--- config.mk ---
export PLATFORM = sky130hd
export DESIGN_NAME = edfq_ram
export DESIGN_NICKNAME = d
export VERILOG_FILES = /design/src/design/edfq_ram.sv
export SDC_FILE = /design/constraint.sdc
export NUM_CORES = 1
export LEC_CHECK = 0
export BUFFER_PORTS_ARGS = -buffer_cell sky130_fd_sc_hd__buf_2
export CORE_MARGIN = 5
export CORE_UTILIZATION = 65
export CTS_CLUSTER_DIAMETER = 100
export CTS_CLUSTER_SIZE = 10
export DETAILED_ROUTE_END_ITERATION = 10
export PLACE_DENSITY = 0.87
export SLEW_MARGIN = 30
export SYNTH_ARGS = -nofsm -noshare
export SYNTH_HDL_FRONTEND = slang
export SYNTH_SLANG_ARGS = --single-unit
export TNS_END_PERCENT = 1
--- constraint.sdc ---
create_clock -name i_clk -period 7.2 [get_ports i_clk]
set_clock_uncertainty 0.1 [all_clocks]
set_input_delay 0.36 -clock i_clk [delete_from_list [all_inputs] [get_ports i_clk]]
set_output_delay 0.36 -clock i_clk [all_outputs]
set_load 0.03 [all_outputs]
--- src/design/edfq_ram.sv ---
module edfq_ram #(
    parameter int WIDTH = 32,
    parameter int DEPTH = 16,
    localparam int AW   = (DEPTH > 1) ? $clog2(DEPTH) : 1
) (
    input  logic             i_clk,
    input  logic             i_wr_en,
    input  logic [AW-1:0]    i_wr_addr,
    input  logic [WIDTH-1:0] i_wr_data,
    input  logic             i_rd_en,
    input  logic [AW-1:0]    i_rd_addr,
    output logic [WIDTH-1:0] o_rd_data
);

    logic [WIDTH-1:0] r_mem [DEPTH];
    logic [WIDTH-1:0] r_rd_data;

    // One write port, one registered read port
    always_ff @(posedge i_clk) begin
        if (i_wr_en) begin
            r_mem[i_wr_addr] <= i_wr_data;
        end
        if (i_rd_en) begin
            r_rd_data <= r_mem[i_rd_addr];
        end
    end

    assign o_rd_data = r_rd_data;

endmodule

==> metrics list, run 1 <==
- After synthesis, the largest area contributor takes up 80.97% of total cell area.
- Counting every sink on the clock net gives 544.
- TNS Setup: 0 ns
- Power comes to 6.521 mW.
- Buffers added to address setup during post-CTS repair amount to 0.
* Worst Hold Class: in2reg
* Via count of the first global-routing pass: 10,110
- Leaving out filler cells and counting taps, the final layout contains 1,354.
* Relative slew slack: 43.23%
- Setup slack on the critical path of the routed design comes to 4.749 ns.
- Entering global routing, the biggest net connects 76 pins.
- Setup repair after global routing missed its margin: false
- Crit path cell chain: clkbuf_8 -> buf_4 -> mux4_2 -> a22oi_1 -> nand2_1
* Register-to-register setup slack: 5.57 ns
* Flip-flop and latch count after synthesis: 544
- Upper clock frequency limit: 0.4079 GHz
- Residual overflow from global routing: 0
* Number of buffers inserted by port buffering: 74
- Count of vias placed by the detailed router: 9,779
- Part of the total power dissipated in sequential elements: 55.2%
* Count of different cell masters after synthesis: 17
* Area of the die: 34,660 µm²
- Required time worst endpoint: 7.43 ns
* Maximum vdd ir drop: 0.0002404 V
- The die is 186.2 µm tall.
- Post-route clock period utilization: 34.05%
- Mean number of vias per cell: 7.222
* Number of warnings reported in the yosys synthesis log: 0
* Final period demand of the worst path: 2.451 ns
- The first global-routing pass estimated 67,620 µm of wire.
- CTS Hold Buffers Added: 0
- The initial antenna violation count was 4.
- Once placement finished, the instance area stood at 21,180 µm².
- The number of slew-limit violations in the final report was 0.
- Cell area after technology mapping: 20,170 µm²
- Routability congestion estimate: 0.7028
* Final design instance area without fill: 22,740 µm²
- The total area inside the core boundary comes to 30,590 µm².
* Width of the chip: 186.2 µm
- The run finished with clean final reports.
- GRT Total Usage: 27.69%
- Top-level I/O count: 75
- Depth of the CTS H-tree: 2
* Number of placement rows: 64
- Yosys mapped a number of flops with a built-in enable equal to 544.
- Most common cell in the netlist: edfxtp_1
- The worst setup path is of the in2reg kind.
* Number of nets in the layout: 996
* Insertion delay of the later-clocked pin in the worst-skew pair: 0.58 ns
- Final Hold Fails: 0
* Average routed wire per standard cell: 34.60 µm
- The largest single stage delay on the critical path is 0.66 ns.
- In this run the power spent charging and discharging nets is 1.349 mW.
- Before antenna repair, the detailed router went through 5 iterations.
- In this run the deepest clock path goes through 3 buffers.
- Comb power frac: 5.2%
* # DRC: 0
* Fraction of final layout cells sized beyond drive strength 1: 32.36%
* CP Capture Type: flop
* Ys async rst share: 0%
- The clock network accounts for 39.6% of the total power.
- Across the run, the number of max-cap violations was 0.
- Post-synthesis cell type with the largest combined area: edfxtp_1
- The filler cells instantiated in the layout total 1,560.
- The share of the Yosys chip area taken by registers is 80.97%.
* Initial cell density of the core: 65.95%
- Of all nets on the critical path, the largest fanout is 72.
* Data arrival at the endpoint of the critical path: 2.68 ns
* Post-place setup slack: 4.104 ns
* Startpoint class of the critical path: primary input
* Most used DFF post-synth: edfxtp_1
* Most used standard cells in the synthesized netlist: 544 x edfxtp_1, 128 x mux4_2, 64 x a22oi_1
- Sorting the synthesized cells by area gives the leading types as edfxtp_1 81%, mux4_2 14%, a22oi_1 2.4%, nand2_1 0.61%, buf_4 0.41%.
- Slowest CP cell: clkbuf_8
* Number of nets in the synthesized netlist: 881
- Detailed-placement wirelength estimate: 21,250 µm
- Average size of a mapped cell: 24.07 µm²
- Internal power comes to 5.172 mW.
- Total leakage power: 7.275 nW
- Post-CTS resize count: 0
- Gate Count Post-Synth: 838
- Including well taps, the total number of placed cells is 1,287.
- Power density of the placed cells: 286.7 nW/µm²
- Counting the buffers created by CTS gives 60.
* CTS Root Cell: clkbuf_16
- TritonCTS built the clock tree.
* Clock slew at the register clock pins of the worst setup and hold paths: 0.06 ns
- Worst-Margin Slew: 0.8515 ns
- Setup violations remaining at the end of the flow were counted as 0.
- Relative to the synthesized area, the layout overhead comes to 12.73%.
* Detailed-route wire length: 46,840 µm
- Net switching is 20.68% of the power.
- Detailed router's first-iteration violation count: 1,474
* Antenna-violating nets left: 0
==> stage by stage <==
stage	util (%)	hold WS, ns
after detailed placement	69.24	0.6324
after global placement	69.02	0.6211
after CTS	74.32	0.02646
after global routing	74.34	0.04115
final	74.35	0.05031
after floorplan	-	0.3589
==> worst max-delay path, delay by kind of cell <==
kind	cells	cell delay, ns
buf+inv	2	1.29
simple gates	1	0.10
compound gates	1	0.27
mux	1	0.59
==> kinds of logic after synthesis <==
family | count (synthesis) | synth area share, %
AOI/OAI and AO/OA | 64 | 2.382
buffers and inverters | 43 | 1.104
DFF | 544 | 80.97
muxes | 128 | 14.29
and+or+nand+nor | 59 | 1.253
==> placed cells by master (no fill, tap or decap) <==
master	netlist	final
nand3b_1	2	2
inv_6	0	2
nor3_2	0	3
clkinv_4	0	1
or3b_2	1	1
buf_2	4	71
nand2b_1	2	2
buf_16	0	2
edfxtp_1	544	544
clkbuf_16	0	61
nor3_4	0	1
buf_4	11	21
a22oi_1	64	64
and2_4	0	1
mux4_2	128	128
diode_2	0	3
nor2b_4	0	2
nand2_1	33	33
buf_6	2	1
clkbuf_8	0	1
nor2_4	0	13
nand3_1	1	1
==> registers in the layout (all words and copies together) (netlist names) <==
name       cells
o_rd_data     32
r_mem        512
==> area by class of cell <==
type / instances / area [µm²] / area share [%]
diodes: 3 / 7.507 / 0.03301
clock buffers: 61 / 1526 / 6.712
clock inverters: 3 / 26.28 / 0.1155
multi-input cells: 251 / 3757 / 16.52
flip-flops and latches: 544 / 16340 / 71.83
well taps: 396 / 495.5 / 2.179
repair buffers: 96 / 593.1 / 2.608
==> per-layer routing <==
layer	vias up	part of all wire (%)	track usage, %	wire (µm)
met1	5131	34	36.53	16060
met4	4	3.0	8.307	1390
met3	119	9.9	5.776	4629
met5	-	0.036	0	17
met2	721	53	47.80	24740
li1	3804	-	-	-
==> power groups by stage <==
stage	clock network (mW)	registers, mW	logic [mW]
final	2.59	3.60	0.338
after detailed placement	0	3.66	0.331
after global placement	0	3.65	0.314
after CTS	2.61	3.60	0.338
after floorplan	0	3.68	0.170
after global routing	2.75	3.60	0.358
==> worst paths after layout <==
path                          startpoint                 endpoint  depth (start not counted)
setup / recovery            i_rd_addr[0]  o_rd_data[10]$_DFFE_PP_                          5
hold / removal             i_wr_data[18]  r_mem[12][18]$_DFFE_PP_                          1
setup reg to reg  r_mem[15][0]$_DFFE_PP_   o_rd_data[0]$_DFFE_PP_                          3
hold reg to reg   r_mem[14][6]$_DFFE_PP_   o_rd_data[6]$_DFFE_PP_                          3
Note: power is estimated with default switching activity, not from simulation.
==> run 2, diff against run 1 <==
--- a/config.mk
+++ b/config.mk
@@ -7,11 +7,11 @@
 export LEC_CHECK = 0
 export BUFFER_PORTS_ARGS = -buffer_cell sky130_fd_sc_hd__buf_2
 export CORE_MARGIN = 5
-export CORE_UTILIZATION = 65
+export CORE_UTILIZATION = 55
 export CTS_CLUSTER_DIAMETER = 100
 export CTS_CLUSTER_SIZE = 10
 export DETAILED_ROUTE_END_ITERATION = 10
-export PLACE_DENSITY = 0.87
+export PLACE_DENSITY = 0.79
 export SLEW_MARGIN = 30
 export SYNTH_ARGS = -nofsm -noshare
 export SYNTH_HDL_FRONTEND = slang
==> constraint.sdc (replaced) <==
create_clock -name i_clk -period 2 [get_ports i_clk]
set_clock_uncertainty 0.1 [all_clocks]
set_input_delay 0.1 -clock i_clk [delete_from_list [all_inputs] [get_ports i_clk]]
set_output_delay 0.1 -clock i_clk [all_outputs]
set_load 0.03 [all_outputs]
==> run 2 against run 1 <==
  * Clock-buffer cell count unchanged
  * Sequential share of layout area down 2.8 points
  * Cell count is 9.1% higher
  * Combinational power rose to 3.9 times the previous value
  * Highest routed layer unchanged
  * First-iteration DRC count down 14%
  * Clock power grew to 3.5 times the previous value
  * Wire length shrank 3.9%
  * Setup slack got worse by 4.3 ns
  * Sequential cell count unchanged
  * Critical path depth down 2
  * Sequential power rose to 3.6 times the previous value
  * Non-clock buffer count up 54
==> metrics list, run 2 (synthesized netlist as in run 1, its figures left out) <==
- Worst-case clock buffer depth: 3 (unchanged)
- Area of the die: 40,610 µm² (+17%)
- The number of top-level design ports is 75 (unchanged).
* # setup viols final: 0 (unchanged)
* GRT Total Usage: 22.18% (-5.5 points)
* Maximum capacitance violations: 0 (unchanged)
- The smallest hold slack is 0.09344 ns (+0.04313 ns).
* Power density of the placed cells: 992.4 nW/µm² (+250%)
- The hold path depth was 4 (+3).
- The total iterations of the first detailed-routing run came to 5 (unchanged).
* Worst hold path startpoint: i_rd_addr[1]
- The initial antenna violation count was 1 (-3).
* Total leakage power: 7.612 nW (+4.6%)
- The post-place setup slack was 0.1541 ns (-3.950 ns).
- The number of global-route vias before repair is 10,080 (-0.25%).
- The most critical setup path has its startpoint at r_mem[3][26]$_DFFE_PP_.
* Area of combinational cells with multiple inputs: 3776 µm² (+0.50%)
* Insertion delay of the later-clocked pin in the worst-skew pair: 0.58 ns (about the same)
- Filler instances: 2,206 (+41%)
- Mean number of vias per cell: 6.550 (-9.3%)
- Signed area change from the synthesized netlist to the final layout: 17.22%
* Number of nets in the layout: 1,050 (+5.4%)
* Sink Count: 544 (unchanged)
- Number of slew-limit violations in the final report: 0 (unchanged)
- Filler-free cell count of the finished design: 1,477 (+9.1%)
* Status: finished clean
* Worst-Margin Slew: 0.9352 ns (+0.08368 ns)
* First-pass GRT wire length: 66,520 µm (-1.6%)
- In this run the critical register-to-register path is launched from r_mem[3][26]$_DFFE_PP_.
- The worst setup path is captured at a flop.
- The worst hold path belongs to the class in2reg.
- Register bank with the most flops: r_mem
- The overall die width was 201.5 µm (+8.2%).
- Number of cells on the worst reg-to-reg path: 3 (unchanged)
- The pin count of the biggest net entering global routing was 38 (-50%).
- Depth of the CTS H-tree: 2 (unchanged)
- Detailed router's first-iteration violation count: 1,266 (-14%)
* Count of vias placed by the detailed router: 9,674 (-1.1%)
- The estimated wirelength of the detail-placed design is 21,700 µm (+2.2%).
* Relative slew slack: 37.52% (-5.7 points)
* Fraction of final layout cells sized beyond drive strength 1: 32.71% (+0.35 points)
- Average routed wire per standard cell: 30.49 µm (-12%)
- Clock slew at the register clock pins of the worst setup and hold paths: 0.06 ns (about the same)
* Antenna-violating nets left: 0 (unchanged)
- Data arrival at the endpoint of the critical path: 1.81 ns (-0.87 ns)
- The worst setup path is launched from a flop.
* Antenna cell count: 0 (-3)
- Clock tree synthesis selected as its root buffer the cell clkbuf_16.
- Number of buffers inserted by port buffering: 74 (unchanged)
- The sequential cell area in the final layout was 16,340 µm² (unchanged).
* Number of placement rows: 70 (+9.4%)
* TritonCTS buffer count: 60 (unchanged)
* Maximum vdd ir drop: 0.0007836 V (+230%)
- TritonCTS clock tree: yes
- Required time worst endpoint: 2.21 ns (-5.22 ns)
* Detailed-route wire length: 45,030 µm (-3.9%)
* Final Hold Fails: 0 (unchanged)
- The flip-flop count of the largest register after layout was 512 (unchanged).
- The routability-driven placement congestion ratio is 0.7266 (+3.4%).
- The routed design could run at a clock period as short as 1.601 ns.
* Placeable Area: 36,430 µm² (+19%)
- Residual overflow from global routing: 0 (unchanged)
- The library cell used most frequently in the layout, excluding fill and tap cells, is edfxtp_1.
* Initial cell density of the core: 55.37% (-11 points)
* Post-route clock period utilization: 80.06%
- # DRC: 0 (unchanged)
* Vertical die dimension: 201.5 µm (+8.2%)
* Largest driver fanout on the critical path: 1 (-99%)
* DP Cell Count: 1,380 (+7.2%)
* Setup Crit Path Kind: reg2reg
* Most used cells in the layout excluding fill and tap cells: 544 x edfxtp_1, 128 x mux4_2, 72 x buf_2, 64 x a22oi_1, 61 x clkbuf_16
- The slack of the critical path came to 0.3988 ns (-4.350 ns).
- Setup repair after global routing left no endpoint under its margin.
* Upper clock frequency limit: 0.6245 GHz
==> run 2: layout make-up <==
class                   instances  share of cell area (%)
flip-flops and latches        544                   69.08
repair buffers                150                   5.910
clock buffers                  61                   6.455
multi-input cells             251                   15.97
clock inverters                 3                  0.1111
well taps                     468                   2.476
==> run 2: critical path, cell delays in order (launching register included) <==
cell and delay, ns:
edfxtp_1 0.41, mux4_2 0.52, a22oi_1 0.22, nand2_1 0.07
==> run 2: path summary, 6_finish.rpt <==
kind / end / slack (ns)
max: o_rd_data[26]$_DFFE_PP_ / 0.40
min: o_rd_data[15]$_DFFE_PP_ / 0.09
min reg2reg: o_rd_data[19]$_DFFE_PP_ / 0.65
max reg2reg: o_rd_data[26]$_DFFE_PP_ / 0.40
==> run 2: power by group <==
part / total (mW) / internal [mW] / leakage, nW / switching, mW
logic: 1.33 / 0.545 / 1.90 / 0.786
clock network: 9.19 / 5.32 / 0.765 / 3.87
registers: 12.9 / 12.9 / 4.94 / 0.0877
==> run 2: per-stage QoR <==
step	TNS [ns]	power, mW	cell area [µm²]	util [%]
after floorplan	-127.47	13.87	20190	-
after global placement	0	14.38	21760	59.73
after detailed placement	0	14.43	21760	59.74
after CTS	0	23.58	23650	64.90
after global routing	0	24.19	23650	64.90
final	0	23.47	23650	64.90
==> run 2: layer usage <==
metal / up-vias / wire, µm / GRT usage, %
li1: 3908 / - / -
met1: 5153 / 16350 / 29.08
met2: 522 / 23970 / 38.70
met3: 89 / 3417 / 3.820
met4: 2 / 1278 / 6.689
met5: - / 20 / 0
==> run 2: timing repair <==
item	CTS	global route
resized for setup	0	0
buffers inserted	0	0
setup endpoints to repair	0	0
hold buffers	33	0
hold endpoints to repair	544	0
