$ cat src/design/edfq_pkg.sv
package edfq_pkg;

    // Cache geometry default
    localparam int EDFQ_CACHE_DEPTH = 16;

    // Field widths
    localparam int STAMP_W = 24;
    localparam int CODE_W  = 8;
    localparam int TIME_W  = 32;
    localparam int SIG_W   = STAMP_W + CODE_W;

    localparam logic [TIME_W-1:0] CONFIRM_DEFAULT = TIME_W'(2000);

    // Request kinds
    localparam logic REQ_EVENT = 1'b0;
    localparam logic REQ_TICK  = 1'b1;

    // Shared unit operations
    localparam logic OP_EQ  = 1'b0;
    localparam logic OP_AGE = 1'b1;

    // Recoverable fault slots
    localparam logic [1:0] F_TEMP  = 2'd0;
    localparam logic [1:0] F_CURR  = 2'd1;
    localparam logic [1:0] F_UNDER = 2'd2;
    localparam logic [1:0] F_OVER  = 2'd3;

    // Event codes
    localparam logic [CODE_W-1:0] EV_SW_0      = 8'h0B;
    localparam logic [CODE_W-1:0] EV_SW_1      = 8'h0C;
    localparam logic [CODE_W-1:0] EV_SW_2      = 8'h0D;
    localparam logic [CODE_W-1:0] EV_TEMP_SET  = 8'h04;
    localparam logic [CODE_W-1:0] EV_TEMP_CLR  = 8'h73;
    localparam logic [CODE_W-1:0] EV_CURR_SET0 = 8'h05;
    localparam logic [CODE_W-1:0] EV_CURR_SET1 = 8'h06;
    localparam logic [CODE_W-1:0] EV_CURR_SET2 = 8'h07;
    localparam logic [CODE_W-1:0] EV_CURR_CLR0 = 8'h76;
    localparam logic [CODE_W-1:0] EV_CURR_CLR1 = 8'h77;
    localparam logic [CODE_W-1:0] EV_CURR_CLR2 = 8'h78;
    localparam logic [CODE_W-1:0] EV_UNDER_SET = 8'h02;
    localparam logic [CODE_W-1:0] EV_UNDER_CLR = 8'h7B;
    localparam logic [CODE_W-1:0] EV_OVER_SET  = 8'h03;
    localparam logic [CODE_W-1:0] EV_OVER_CLR  = 8'h79;

    typedef struct packed {
        logic       set_sw;
        logic       arm;
        logic       clr;
        logic [1:0] fault;
    } t_action;

    // Map an event code to its effect on the fault state
    function automatic t_action decode_code(input logic [CODE_W-1:0] code);
        t_action act;
        act = '0;
        if (code inside {EV_SW_0, EV_SW_1, EV_SW_2}) begin
            act.set_sw = 1'b1;
        end else if (code == EV_TEMP_SET) begin
            act.arm   = 1'b1;
            act.fault = F_TEMP;
        end else if (code == EV_TEMP_CLR) begin
            act.clr   = 1'b1;
            act.fault = F_TEMP;
        end else if (code inside {EV_CURR_SET0, EV_CURR_SET1, EV_CURR_SET2}) begin
            act.arm   = 1'b1;
            act.fault = F_CURR;
        end else if (code inside {EV_CURR_CLR0, EV_CURR_CLR1, EV_CURR_CLR2}) begin
            act.clr   = 1'b1;
            act.fault = F_CURR;
        end else if (code == EV_UNDER_SET) begin
            act.arm   = 1'b1;
            act.fault = F_UNDER;
        end else if (code == EV_UNDER_CLR) begin
            act.clr   = 1'b1;
            act.fault = F_UNDER;
        end else if (code == EV_OVER_SET) begin
            act.arm   = 1'b1;
            act.fault = F_OVER;
        end else if (code == EV_OVER_CLR) begin
            act.clr   = 1'b1;
            act.fault = F_OVER;
        end
        return act;
    endfunction

endpackage

$ cat src/design/edfq_alu.sv
module edfq_alu
    import edfq_pkg::*;
(
    input  logic              i_op,
    input  logic [TIME_W-1:0] i_a,
    input  logic [TIME_W-1:0] i_b,
    input  logic [TIME_W-1:0] i_c,
    output logic              o_hit
);

    logic [TIME_W-1:0] diff;

    // Equality for the cache scan, wrapping age compare for fault promotion
    always_comb begin
        diff = i_a - i_b;
        case (i_op)
            OP_EQ:   o_hit = (i_a == i_b);
            OP_AGE:  o_hit = (diff >= i_c);
            default: o_hit = 1'b0;
        endcase
    end

endmodule

$ cat config.mk
export PLATFORM = sky130hd
export DESIGN_NAME = edfq_alu
export DESIGN_NICKNAME = d
export VERILOG_FILES = /design/src/design/edfq_pkg.sv /design/src/design/edfq_alu.sv
export SDC_FILE = /design/constraint.sdc
export NUM_CORES = 1
export LEC_CHECK = 0
export BUFFER_PORTS_ARGS = -buffer_cell sky130_fd_sc_hd__buf_2
export CAP_MARGIN = 20
export CORE_MARGIN = 2
export CORE_UTILIZATION = 23
export DETAILED_ROUTE_END_ITERATION = 6
export PLACE_DENSITY = 0.46
export SLEW_MARGIN = 20
export SYNTH_ARGS = -nofsm -noshare
export SYNTH_HDL_FRONTEND = slang
export SYNTH_SLANG_ARGS = --single-unit
export TNS_END_PERCENT = 50
$ cat constraint.sdc
create_clock -name vclk -period 10.5
set_input_delay 1.05 -clock vclk [all_inputs]
set_output_delay 1.05 -clock vclk [all_outputs]
set_load 0.05 [all_outputs]
==> flow_summary_export.csv, run 1 <==
group,metric,value,unit
floorplan,die-area,12500,um^2
final_layout,diodes,0,
final_layout,final_util,29.0,%
final_layout,layout.cells.non_filler,632,
synthesis,ys_types,41,
place,placed_cell_area,3320,um^2
synthesis,synth_area,2680,um^2
place,place_inst,632,
floorplan,die_width,112,um
sta,tightest_slew,0.499,ns
place,hpwl,7470,um
sta,finalCriticalPeriod,5.78,ns
synthesis,syn_inst,400,
final_layout,final_common_cell,"buf_2",
clock_tree,postCtsSetupBuffers,0,
sta,hold_violations,0,
synthesis,syn-num-nets,561,
routing,drtAntennaViolNets,0,
worst_hold_path,hp-class,"in2out",
routing,viasPerCell,4.66,
floorplan,fp.coreArea,11400,um^2
sta,final.setup.tns,0,ns
floorplan,die_h,112,um
final_layout,seq_cell_count,0,
floorplan,top_level_ports,98,
power_and_ir_drop,p_leak,0.00189,uW
final_layout,regArea,0,um^2
final_layout,fillers,1321,
final_layout,final_area,3320,um^2
power_and_ir_drop,vdd_ir_drop_max,20.5,uV
worst_setup_path,crit_path_end_kind,"output pin",
routing,wl_per_cell,13.1,um
sta,slew_violations,0,
floorplan,row_count,39,
sta,fmax,173,MHz
routing,drt_drc_violations_left,0,
final_layout,final_cell_mix,"buf_2, inv_1, ha_1, a21oi_1, nand2_1",
job,max-cap-violations,0,
sta,setup_viol,0,
worst_setup_path,worst-path-max-fanout,3,
global_route,grt_antenna_before_repair,0,
final_layout,syn_to_final_growth,23.7,%
global_route,grt_max_degree,11,
synthesis,yosys_warnings,0,
global_route,grt_pass1_vias,2967,
global_route,grt_pass1_wl,13400,um
worst_setup_path,cp-start-kind,"primary input",
floorplan,start_util,23.5,%
place,numPortBuffers,98,
clock_tree,cts_resized,0,
global_route,track_usage,12.5,%
worst_setup_path,setup.worst_path.class,"in2out",
global_route,gr-total-overflow,0,
sta,finalCritPeriodShare,55.0,%
worst_setup_path,arrival,4.73,ns
routing,routed_wl,8300,um
final_layout,clkbuf_count,0,
routing,drt_iter0_drc,97,
synthesis,ys_seq_area_share,0,%
worst_setup_path,crit_start,"i_a[0]",
sta,rsz0062_at_grt,"no",
sta,max_slew_margin,65.9,%
synthesis,syn_avg_cell_area,6.70,um^2
worst_setup_path,cp.required,9.45,ns
power_and_ir_drop,p_per_area,63.2,nW/um^2
run_status,status,"finished clean",
place,gp_congestion,0.830,
routing,vias,2943,
clock_tree,hold_buffers,0,
routing,dr.pass1.iters,4,
final_layout,nets,652,
final_layout,layout-drive-gt1-share,20.9,%
worst_hold_path,min_from,"i_op",
per-stage QoR:
step	total power [uW]	hold slack, ns	setup WS, ns
floorplan	151	2.58	5.38
global placement	208	2.72	4.78
detailed placement	209	2.76	4.74
CTS	211	2.76	4.70
global route	239	2.82	4.36
finish	210	2.74	4.72
cell usage after synthesis (4+ instances only):
| cell type | instances | area [um^2] |
|---|---|---|
| nand3_1 | 7 | 35.0 |
| xnor2_1 | 17 | 149 |
| nor2_1 | 22 | 82.6 |
| nand2b_1 | 6 | 37.5 |
| nor2b_1 | 6 | 37.5 |
| ha_1 | 63 | 788 |
| clkbuf_1 | 9 | 33.8 |
| o21bai_1 | 5 | 37.5 |
| nand4_1 | 12 | 75.1 |
| a21oi_1 | 40 | 200 |
| o211ai_1 | 7 | 52.6 |
| nor3_1 | 5 | 25.0 |
| inv_1 | 71 | 267 |
| xor2_1 | 13 | 114 |
| a31oi_1 | 4 | 25.0 |
| a21o_1 | 27 | 203 |
| o21ai_0 | 19 | 95.1 |
| nand2_1 | 32 | 120 |
cell type report:
type	count	area, um^2	area share (%)
multi-input cells	320	2380	71.8
inverters	71	267	8.04
repair buffers	98	490	14.8
well taps	143	179	5.40
report_power, final:
group          internal [uW]  switching (uW)
registers                  0               0
clock network              0               0
logic                   94.6             115
total                   94.6             115
worst max-delay path, stage by stage:
cell and delay (ns):
buf_2 0.10, inv_1 0.04, ha_1 0.16, inv_1 0.05
fa_1 0.40, a21oi_1 0.27, o211ai_1 0.15, a31oi_1 0.39
o211ai_1 0.23, or2_1 0.28, a41oi_1 0.25, xnor2_1 0.16
ha_1 0.27, a21oi_1 0.14, nor2b_1 0.06, o21ai_0 0.14
o21ai_0 0.10, a211o_1 0.26, buf_2 0.22
cell families (layout without fill, tap and decap cells):
group                    count (synthesis)  after routing  synth area share [%]
AO/OA/AOI/OAI                          127            127                  30.8
AND/OR/NAND/NOR                         99             99                  18.0
buffers and inverters                   80            169                  11.2
adder cells (fa/ha/maj)                 64             64                  30.2
XOR/XNOR                                30             30                  9.80
worst paths after layout:
kind	to	depth (start not counted)
min	o_hit	5
max	o_hit	19
per-layer routing:
layer	track usage [%]	vias up	share of wire, %
met5	0	-	0
met4	1.38	0	1.0
met3	0.544	9	4.0
met2	23.0	71	47
met1	16.7	1277	48
li1	-	1586	-
(Power assumes the default switching activity.)
==> run 2: changes to the inputs <==
--- a/config.mk
+++ b/config.mk
@@ -10,7 +10,7 @@
 export CORE_MARGIN = 2
 export CORE_UTILIZATION = 23
 export DETAILED_ROUTE_END_ITERATION = 6
-export PLACE_DENSITY = 0.46
+export PLACE_DENSITY = 0.48
 export SLEW_MARGIN = 20
 export SYNTH_ARGS = -nofsm -noshare
 export SYNTH_HDL_FRONTEND = slang
==> constraint.sdc (replaced) <==
create_clock -name vclk -period 4.75
set_input_delay 0.475 -clock vclk [all_inputs]
set_output_delay 0.475 -clock vclk [all_outputs]
set_load 0.05 [all_outputs]
==> flow_summary_export.csv, run 2 (synthesized netlist as in run 1, its figures left out) <==
group,metric,value,unit
routing,drtAntennaViolNets,0,
power_and_ir_drop,p_seq_share,0,%
sta,finalCritPeriodShare,94.1,%
sta,rsz0062_at_grt,"no",
routing,route.met2.wl,4080,um
routing,drt_iter0_drc,86,
final_layout,regArea,0,um^2
power_and_ir_drop,swShare,54.8,%
worst_hold_path,hp-class,"in2out",
worst_setup_path,crit_path_end_kind,"output pin",
routing,dr.pass1.iters,4,
routing,vias,2997,
power_and_ir_drop,p_leak,0.00190,uW
clock_tree,hold_buffers,0,
place,numPortBuffers,98,
worst_setup_path,setup.worst_path.class,"in2out",
sta,max_slew_margin,66.5,%
routing,wl_met1,3930,um
power_and_ir_drop,comb_power_share,100.0,%
power_and_ir_drop,pwr-share-clk,0,%
sta,tightest_slew,0.490,ns
global_route,track_usage,13.0,%
sta,final.setup.tns,0,ns
floorplan,die_width,112,um
routing,wl_per_cell,13.4,um
sta,setup_viol,0,
final_layout,final_cell_mix,"buf_2, inv_1, ha_1, a21oi_1, nand2_1",
final_layout,syn_to_final_growth,24.2,%
floorplan,top_level_ports,98,
power_and_ir_drop,vdd_ir_drop_max,39.6,uV
floorplan,die_h,112,um
final_layout,diodes,0,
routing,routed.top_layer,"met4",
sta,hold_violations,0,
power_and_ir_drop,p_sw,255,uW
power_and_ir_drop,power.total,465,uW
floorplan,row_count,39,
run_status,status,"finished clean",
worst_setup_path,worst-path-max-fanout,3,
global_route,grt_antenna_before_repair,0,
routing,routed_wl,8460,um
final_layout,nets,653,
routing,drt_drc_violations_left,0,
worst_setup_path,arrival,3.99,ns
global_route,grt_max_degree,11,
floorplan,die-area,12500,um^2
power_and_ir_drop,p_per_area,140,nW/um^2
job,max-cap-violations,0,
routing,met3_length,357,um
worst_setup_path,cp.required,4.28,ns
global_route,gr-total-overflow,0,
final_layout,clkbuf_count,0,
floorplan,fp.coreArea,11400,um^2
place,hpwl,7650,um
place,gp_congestion,0.829,
worst_setup_path,cp-start-kind,"primary input",
global_route,grt_pass1_wl,13800,um
sta,fmax,224,MHz
power_and_ir_drop,p_int,210,uW
final_layout,seq_cell_count,0,
final_layout,layout-drive-gt1-share,21.2,%
floorplan,start_util,23.5,%
global_route,grt_pass1_vias,3030,
final_layout,final_common_cell,"buf_2",
sta,slew_violations,0,
routing,viasPerCell,4.73,
sta,finalCriticalPeriod,4.47,ns
[run 2: power by group through the flow]
stage,sequential [uW],clock [uW],combinational (uW)
6_report,0,0,465
5_1_grt,0,0,530
4_1_cts,0,0,469
3_5_place_dp,0,0,465
3_3_place_gp,0,0,460
2_1_floorplan,0,0,333
[run 2: layout make-up]
class              count  area (um^2)
fillers             1351         8090
multi-input cells    320         2390
repair buffers        99          498
inverters             71          267
well taps            143          179
[run 2: what timing repair did]
| action | CTS | global route |
|---|---|---|
| buffers inserted | 0 | 0 |
| resized for setup | 0 | 1 |
| setup endpoints to repair | 0 | 1 |
[run 2: metrics by stage]
stage / instances / worst slack (ns) / instance area [um^2] / utilization, % / hold slack (ns)
2_1_floorplan: 400 / 0.777 / 2680 / - / 1.43
3_3_place_gp: 633 / 0.308 / 3320 / 29.1 / 1.57
3_5_place_dp: 633 / 0.233 / 3320 / 29.1 / 1.56
4_1_cts: 633 / 0.195 / 3320 / 29.1 / 1.56
5_1_grt: 633 / 0.00993 / 3330 / 29.2 / 1.60
6_report: 633 / 0.280 / 3330 / 29.2 / 1.55
[run 2: worst max-delay path, cell delays in order]
cell and delay, ns:
buf_2 0.10, inv_1 0.05, ha_1 0.15, inv_1 0.05
fa_1 0.40, a21oi_1 0.27, o211ai_1 0.15, a31oi_2 0.29
o211ai_1 0.19, o211ai_1 0.26, o21ai_0 0.13, xor2_1 0.16
ha_1 0.30, a21o_1 0.17, a21oi_1 0.16, o21ai_0 0.14
a211o_1 0.32, buf_2 0.21
[run 2: routing by layer]
layer	track usage, %	up-vias
li1	-	1594
met1	16.7	1319
met2	24.7	78
met3	0.708	6
met4	1.06	0
met5	0	-
[run 2: path summary, 6_finish.rpt]
path / start / endpoint / slack (ns) / cells after the start
setup / recovery: i_a[0] / o_hit / 0.28 / 18
hold / removal: i_op / o_hit / 1.55 / 5
==> run 3: changes to the inputs <==
--- a/config.mk
+++ b/config.mk
@@ -7,10 +7,9 @@
 export LEC_CHECK = 0
 export BUFFER_PORTS_ARGS = -buffer_cell sky130_fd_sc_hd__buf_2
 export CAP_MARGIN = 20
-export CORE_MARGIN = 2
-export CORE_UTILIZATION = 23
+export CORE_UTILIZATION = 47
 export DETAILED_ROUTE_END_ITERATION = 6
-export PLACE_DENSITY = 0.48
+export PLACE_DENSITY = 0.83
 export SLEW_MARGIN = 20
 export SYNTH_ARGS = -nofsm -noshare
 export SYNTH_HDL_FRONTEND = slang
==> flow_summary_export.csv, run 3 (synthesized netlist as in run 1, its figures left out) <==
group,metric,value,unit
sta,hold_violations,0,
final_layout,seq_cell_count,0,
routing,viasPerCell,5.55,
power_and_ir_drop,p_per_area,143,nW/um^2
sta,tightest_slew,0.418,ns
floorplan,start_util,48.7,%
routing,vias,3116,
place,hpwl,6310,um
job,max-cap-violations,0,
floorplan,die_h,77.5,um
global_route,grt_pass1_vias,2848,
sta,setup_viol,0,
global_route,track_usage,23.0,%
worst_setup_path,arrival,3.95,ns
place,place_inst,561,
sta,final.setup.tns,0,ns
run_status,status,"finished clean",
final_layout,regArea,0,um^2
sta,fmax,226,MHz
worst_setup_path,crit_path_end_kind,"output pin",
power_and_ir_drop,p_int,210,uW
global_route,grt_max_degree,11,
power_and_ir_drop,vdd_ir_drop_max,60.5,uV
power_and_ir_drop,pwr-share-clk,0,%
routing,dr.pass1.iters,5,
power_and_ir_drop,power.total,461,uW
floorplan,row_count,27,
routing,drt_iter0_drc,195,
final_layout,final_common_cell,"buf_2",
floorplan,top_level_ports,98,
power_and_ir_drop,p_seq_share,0,%
floorplan,die_width,77.5,um
routing,drtAntennaViolNets,0,
final_layout,nets,652,
global_route,gr-usage-met1,28.6,%
floorplan,die-area,6010,um^2
worst_hold_path,hp-class,"in2out",
global_route,grt_antenna_before_repair,0,
place,numPortBuffers,98,
global_route,grt-busiest-layer,"met2",
floorplan,fp.coreArea,5510,um^2
routing,routed_wl,7100,um
power_and_ir_drop,p_leak,0.00190,uW
power_and_ir_drop,comb_power_share,100.0,%
place,gp_congestion,0.973,
clock_tree,cts_resized,0,
final_layout,diodes,0,
clock_tree,postCtsSetupBuffers,0,
worst_setup_path,cp.required,4.28,ns
global_route,grt_pass1_wl,11800,um
routing,wl_per_cell,12.7,um
final_layout,multiInputGateArea,2390,um^2
sta,slew_violations,0,
sta,finalCriticalPeriod,4.42,ns
global_route,gr-usage-met3,1.29,%
final_layout,syn_to_final_growth,20.6,%
final_layout,clkbuf_count,0,
final_layout,layout.cells.non_filler,561,
sta,finalCritPeriodShare,93.2,%
clock_tree,hold_buffers,0,
power_and_ir_drop,p_sw,251,uW
global_route,grt.met2_usage,43.0,%
power_and_ir_drop,swShare,54.4,%
final_layout,final_cell_mix,"buf_2, inv_1, ha_1, a21oi_1, nand2_1",
sta,max_slew_margin,71.8,%
routing,drt_drc_violations_left,0,
worst_setup_path,worst-path-max-fanout,3,
worst_setup_path,setup.worst_path.class,"in2out",
worst_setup_path,cp-start-kind,"primary input",
sta,rsz0062_at_grt,"no",
final_layout,fillers,532,
final_layout,layout-drive-gt1-share,21.1,%
global_route,gr-total-overflow,0,
[run 3: worst paths after layout]
| check | startpoint | endpoint | slack [ns] | depth (start not counted) |
|---|---|---|---|---|
| min | i_op | o_hit | 1.60 | 5 |
| max | i_a[0] | o_hit | 0.33 | 19 |
[run 3: worst max-delay path, cell delays in order]
cell	delay, ns
buf_2	0.10
inv_1	0.04
ha_1	0.16
inv_1	0.06
fa_1	0.41
a21oi_1	0.24
o211ai_1	0.16
a31oi_2	0.26
o211ai_1	0.17
or2_1	0.27
a41oi_1	0.25
xnor2_1	0.16
ha_1	0.27
a21oi_1	0.13
nor2b_1	0.06
o21ai_0	0.15
o21ai_0	0.10
a211o_1	0.25
buf_2	0.22
[run 3: area by class of cell]
class              instances  area share (%)
inverters                 71            8.24
multi-input cells        320            73.8
well taps                 72            2.79
repair buffers            98            15.2
[run 3: stage by stage]
stage / util (%) / area, um^2 / worst slack, ns / hold slack [ns]
2_1_floorplan: - / 2680 / 0.777 / 1.43
3_3_place_gp: 58.6 / 3230 / 0.442 / 1.55
3_5_place_dp: 58.6 / 3230 / 0.267 / 1.59
4_1_cts: 58.6 / 3230 / 0.256 / 1.59
5_1_grt: 58.7 / 3230 / 0.0198 / 1.64
6_report: 58.7 / 3230 / 0.325 / 1.60
[run 3: routing by layer]
layer | vias up | wire length (um)
met1 | 1407 | 3050
met4 | 0 | 114
li1 | 1589 | -
met5 | - | 0
met2 | 107 | 3590
met3 | 13 | 346
[run 3: power groups by stage]
stage	combinational, uW	clock [uW]	sequential (uW)
floorplan	333	0	0
global placement	438	0	0
CTS	457	0	0
finish	461	0	0
detailed placement	454	0	0
global route	520	0	0
